## config.mk

```make
export PLATFORM = sky130hd
export DESIGN_NAME = tlso_sqrt
export DESIGN_NICKNAME = d
export VERILOG_FILES = /design/src/hw/rtl/thick_line_side_offset_core_macros.svh /design/src/hw/rtl/tlso_pkg.sv /design/src/hw/rtl/tlso_sqrt.sv
export SDC_FILE = /design/constraint.sdc
export NUM_CORES = 2
export LEC_CHECK = 0
export BUFFER_PORTS_ARGS = -buffer_cell sky130_fd_sc_hd__buf_2
export CAP_MARGIN = 10
export CORE_MARGIN = 3
export CORE_UTILIZATION = 68
export DETAILED_ROUTE_END_ITERATION = 10
export GPL_ROUTABILITY_DRIVEN = 1
export GPL_TIMING_DRIVEN = 0
export PLACE_DENSITY = 0.85
export SETUP_SLACK_MARGIN = 0.15
export SYNTH_ARGS = -nofsm -noshare
export SYNTH_HDL_FRONTEND = slang
export SYNTH_MEMORY_MAX_BITS = 65536
export SYNTH_SLANG_ARGS = --single-unit
```

## constraint.sdc

```tcl
create_clock -name clk -period 6.5 [get_ports clk]
set_clock_uncertainty 0.15 [all_clocks]
set_input_delay 0.65 -clock clk [delete_from_list [all_inputs] [get_ports clk]]
set_output_delay 0.65 -clock clk [all_outputs]
set_load 0.005 [all_outputs]
```

## src/hw/rtl/thick_line_side_offset_core_macros.svh

```systemverilog
// Assertion macros for the thick line side offset core.
`ifndef THICK_LINE_SIDE_OFFSET_CORE_MACROS_SVH
`define THICK_LINE_SIDE_OFFSET_CORE_MACROS_SVH
`ifndef ASSERT_OFF
`define TLSO_ASSERT_IMPL(lbl, a, c) \
  lbl: assert property (@(posedge clk) disable iff (!rst_n) (a) |-> (c)) \
    else $error("tlso assertion failed");
`define TLSO_ASSERT_NEXT(lbl, a, c) \
  lbl: assert property (@(posedge clk) disable iff (!rst_n) (a) |=> (c)) \
    else $error("tlso assertion failed");
`else
`define TLSO_ASSERT_IMPL(lbl, a, c)
`define TLSO_ASSERT_NEXT(lbl, a, c)
`endif
`endif

```

## src/hw/rtl/tlso_pkg.sv

```systemverilog
// Shared constants for the thick line side offset core.
package tlso_pkg;
  localparam int NORM_BITS = 30;
  localparam int W_BITS = 31;
  localparam int ROOT_BITS = 31;
  localparam int Q_BITS = 31;
  localparam int SQ_BITS = 2 * ROOT_BITS;
  localparam int DIV_N_BITS = 2 * Q_BITS;
  localparam int REG_THICKNESS = 0;
  localparam logic [W_BITS-1:0] WIDTH_RESET = 31'd2949;
endpackage

```

## src/hw/rtl/tlso_sqrt.sv

```systemverilog
// Pipelined integer square root, one root bit per stage.
module tlso_sqrt #(
  parameter int SB_W = 8
) (
  input  logic clk,
  input  logic rst_n,
  input  logic en,
  input  logic in_valid,
  input  logic [tlso_pkg::SQ_BITS-1:0] in_num,
  input  logic [SB_W-1:0] in_sb,
  output logic out_valid,
  output logic [tlso_pkg::ROOT_BITS-1:0] out_root,
  output logic [SB_W-1:0] out_sb
);
  localparam int N = tlso_pkg::ROOT_BITS;
  localparam int RW = N + 3;

  logic v_r [N];
  logic [RW-1:0] rem_r [N];
  logic [N-1:0] root_r [N];
  logic [2*N-1:0] num_r [N];
  logic [SB_W-1:0] sb_r [N];

  for (genvar k = 0; k < N; k++) begin : g_st
    logic p_v;
    logic [RW-1:0] p_rem, rem2, trial;
    logic [N-1:0] p_root;
    logic [2*N-1:0] p_num;
    logic [SB_W-1:0] p_sb;
    if (k == 0) begin : g_first
      assign p_v = in_valid;
      assign p_rem = '0;
      assign p_root = '0;
      assign p_num = in_num;
      assign p_sb = in_sb;
    end else begin : g_next
      assign p_v = v_r[k-1];
      assign p_rem = rem_r[k-1];
      assign p_root = root_r[k-1];
      assign p_num = num_r[k-1];
      assign p_sb = sb_r[k-1];
    end
    assign rem2 = {p_rem[RW-3:0], p_num[2*N-1 -: 2]};
    assign trial = {1'b0, p_root, 2'b01};

    always_ff @(posedge clk) begin
      if (!rst_n) begin
        v_r[k] <= 1'b0;
      end else if (en) begin
        v_r[k] <= p_v;
      end
    end

    always_ff @(posedge clk) begin
      if (en) begin
        if (rem2 >= trial) begin
          rem_r[k] <= rem2 - trial;
          root_r[k] <= {p_root[N-2:0], 1'b1};
        end else begin
          rem_r[k] <= rem2;
          root_r[k] <= {p_root[N-2:0], 1'b0};
        end
        num_r[k] <= p_num << 2;
        sb_r[k] <= p_sb;
      end
    end
  end

  assign out_valid = v_r[N-1];
  assign out_root = root_r[N-1];
  assign out_sb = sb_r[N-1];
endmodule

```

==> reports/metrics.yaml <==
outcome: "finished clean"
routabilityCongestion: 0.903
min_path_type: "in2reg"
worstPathRequired_ps: 6880
netlist_area_um2: 118000
die_h_um: 422
drive_gt1_share_pct: 7.42
final_cells: 11800
ir_drop_mv: 0.378
synth_seq_area_share_pct: 66.7
drv_cap: 0
grt_max_degree: 199
power_density_nw_per_um2: 358
clkLatencyLatePin_ps: 920
clock-root-buffer: "clkbuf_16"
start_util_pct: 68.5
grt_first_pass_wirelength_um: 396000
cts_tree: "yes"
ys_async_sr_fraction_pct: 0
placed_cell_area_um2: 122000
firstDrtPassIters: 7
wirelength_um: 255000
antenna_found_initial: 3
grt_pass1_vias: 71500
design_area_um2: 131000
globalRoute.totalOverflow: 0
cp_max_fo: 187
ys_warn_count: 0
p_int_uw: 33800
drc_errors: 0
antenna_cells: 0
synth_edf_count: 2616
cts_setup_buffers: 0
seqPwrFrac_pct: 48.1
cts-buffers-inserted: 279
crit_type: "in2reg"
wire_per_inst_um: 21.6
fp-row-count: 152
numClockSinks: 2618
vias_per_cell: 6.12
finalNetCount: 9902
synth_ff_type: "edfxtp_1"
htreeDepth: 5
place.detailed.hpwl_um: 174000
max_freq_ghz: 0.168
setup_viol: 0
io_buffers: 113
fp.dieArea_um2: 178000
ios: 114
cts.reportedPaths.clkPinSlew_ps: 60
worst_pin_slew_ps: 1290
synth_cell_types: 81
hold_violations: 0
syn_to_final_growth_pct: 11.4
avgSynthCellArea_um2: 13.4
clockPowerShare_pct: 32.1
report.final.slew_viol_count: 0
coreArea_um2: 172000
syn_inst: 8806
die_w_um: 422
rsz0062_at_grt: "no"
vias: 72200
leakage_uw: 0.0500
setup_tns_ps: 0
synth_fp_nets: 9409
cp.arrival_ps: 6320
fin_crit_sh_pct: 91.4
startpoint_type: "input port"
relSlewSlack_pct: 14.0
ant_nets: 0
grt_usage_pct: 28.4
p_sw_share_pct: 28.1
dp.cells: 11300
drtIter0Drc: 7439
power.switching_uw: 13200
cts.path.max_buffers: 4
worst_setup_path_end_kind: "flip-flop"
combPwrFrac_pct: 19.8
ys_ff_latch: 2618
period_needed_ps: 5940
## power by group through the flow
stage | clock [uW] | sequential [uW] | combinational, uW
after floorplan | 0 | 22300 | 6710
after global placement | 0 | 23100 | 8770
after detailed placement | 0 | 22900 | 8990
after CTS | 15400 | 22600 | 9190
after global routing | 16000 | 22800 | 10200
final | 15100 | 22600 | 9290
## registers in the layout (all words and copies together) (netlist names)
signal and flops:
rem_r 913, root_r 496, v_r 31, num_r 930
sb_r 248
## worst paths after layout
| kind | cells past startpoint | slack [ps] | end | startpoint |
|---|---|---|---|---|
| worst max-delay path | 9 | 560 | v_r[1][5]$_DFFE_PP_ | en |
| worst min-delay path | 1 | 150 | num_r[0][28]$_DFFE_PP_ | en |
| worst max register to register | 10 | 1690 | rem_r[1][295]$_DFFE_PP_ | rem_r[1][238]$_DFFE_PP_ |
| worst min register to register | 0 | 250 | num_r[1][471]$_DFFE_PP_ | num_r[1][409]$_DFFE_PP_ |
## cell usage in the layout (no fill, tap or decap), drive strengths merged, types with 99 or more instances in the layout
master	count
a21o	241
a21oi	438
buf	150
clkbuf	512
clkinv	99
edfxtp	2616
ha	529
inv	688
nand2	643
nand2b	103
nand3	159
nor2	457
nor3	194
nor4	107
o21a	107
o21ai	527
or3	109
xnor2	385
xor2	355
## synthesized netlist by cell type (15+ instances only)
cell | instances | area share (%)
edfxtp_1 | 2616 | 67
inv_1 | 677 | 2.2
nand2_1 | 643 | 2.0
ha_1 | 529 | 5.6
o21ai_0 | 525 | 2.2
nor2_1 | 457 | 1.5
a21oi_1 | 438 | 1.9
xnor2_1 | 385 | 2.9
xor2_1 | 355 | 2.6
a21o_1 | 241 | 1.5
nor3_1 | 193 | 0.82
clkbuf_1 | 178 | 0.57
nand3_1 | 159 | 0.68
or3_1 | 108 | 0.57
o21a_1 | 107 | 0.68
nor4_1 | 105 | 0.56
nand2b_1 | 103 | 0.55
nand4_1 | 92 | 0.49
and3_1 | 71 | 0.38
nor2b_1 | 70 | 0.37
mux2_2 | 67 | 0.64
o31ai_1 | 52 | 0.33
a31oi_1 | 49 | 0.26
or2_2 | 47 | 0.25
o21bai_1 | 45 | 0.29
a211oi_1 | 42 | 0.27
or4_1 | 39 | 0.25
and2_1 | 34 | 0.18
o211ai_1 | 28 | 0.18
nand3b_1 | 24 | 0.15
a211o_1 | 23 | 0.17
nor3b_1 | 23 | 0.15
nor4b_1 | 23 | 0.17
nand4b_1 | 22 | 0.16
a21boi_0 | 21 | 0.13
a2111oi_0 | 17 | 0.13
o41ai_1 | 15 | 0.11
## kinds of logic (layout without fill, tap and decap cells)
kind of cell | Yosys count | count (layout) | share of synthesized area (%)
DFF | 2618 | 2618 | 66.7
and+or+nand+nor | 2256 | 2256 | 9.59
AOI/OAI and AO/OA | 1714 | 1714 | 9.02
buffers and inverters | 868 | 1553 | 2.77
xor gates and xnor gates | 740 | 740 | 5.50
adders and majority gates | 529 | 529 | 5.62
muxes | 81 | 81 | 0.760
## area by class of cell
| type | instances | area, um2 |
|---|---|---|
| fillers | 10300 | 40800 |
| clock buffers | 332 | 7310 |
| flip-flops and latches | 2618 | 78600 |
| well taps | 2310 | 2890 |
| multi-input cells | 5320 | 35900 |
| repair buffers | 212 | 1890 |
| plain buffers | 190 | 763 |
| inverters | 678 | 2540 |
| clock inverters | 141 | 1260 |
## per-stage QoR
step	total power [uW]	setup WS, ps	utilization (%)	hold WS (ps)
after global routing	49000	288	76.3	167
after detailed placement	31900	-1530	70.9	255
final	47000	561	76.3	154
after global placement	31900	-18790	70.5	250
after CTS	47100	300	76.3	137
after floorplan	29000	2780	-	250
## critical path: stages
cell	delay, ps
buf_12	590
buf_16	560
buf_16	430
clkbuf_1	310
clkbuf_2	710
clkbuf_1	700
clkbuf_2	620
clkbuf_1	500
nand2b_2	700
## routing by layer
layer  share of wire, %  global-route usage (%)  wire length (um)
met2                 50                    49.0            129000
met5                  0                       0                 0
met1                 40                    36.9            101000
met4                4.1                    11.0             10500
met3                5.7                    3.78             14400
## timing repair
action	4_1_cts	5_1_grt
hold endpoints to repair	72	0
setup endpoints to repair	39	40
hold buffers	72	0
resized for setup	2	0
cloned	0	1
(Power assumes the default switching activity.)
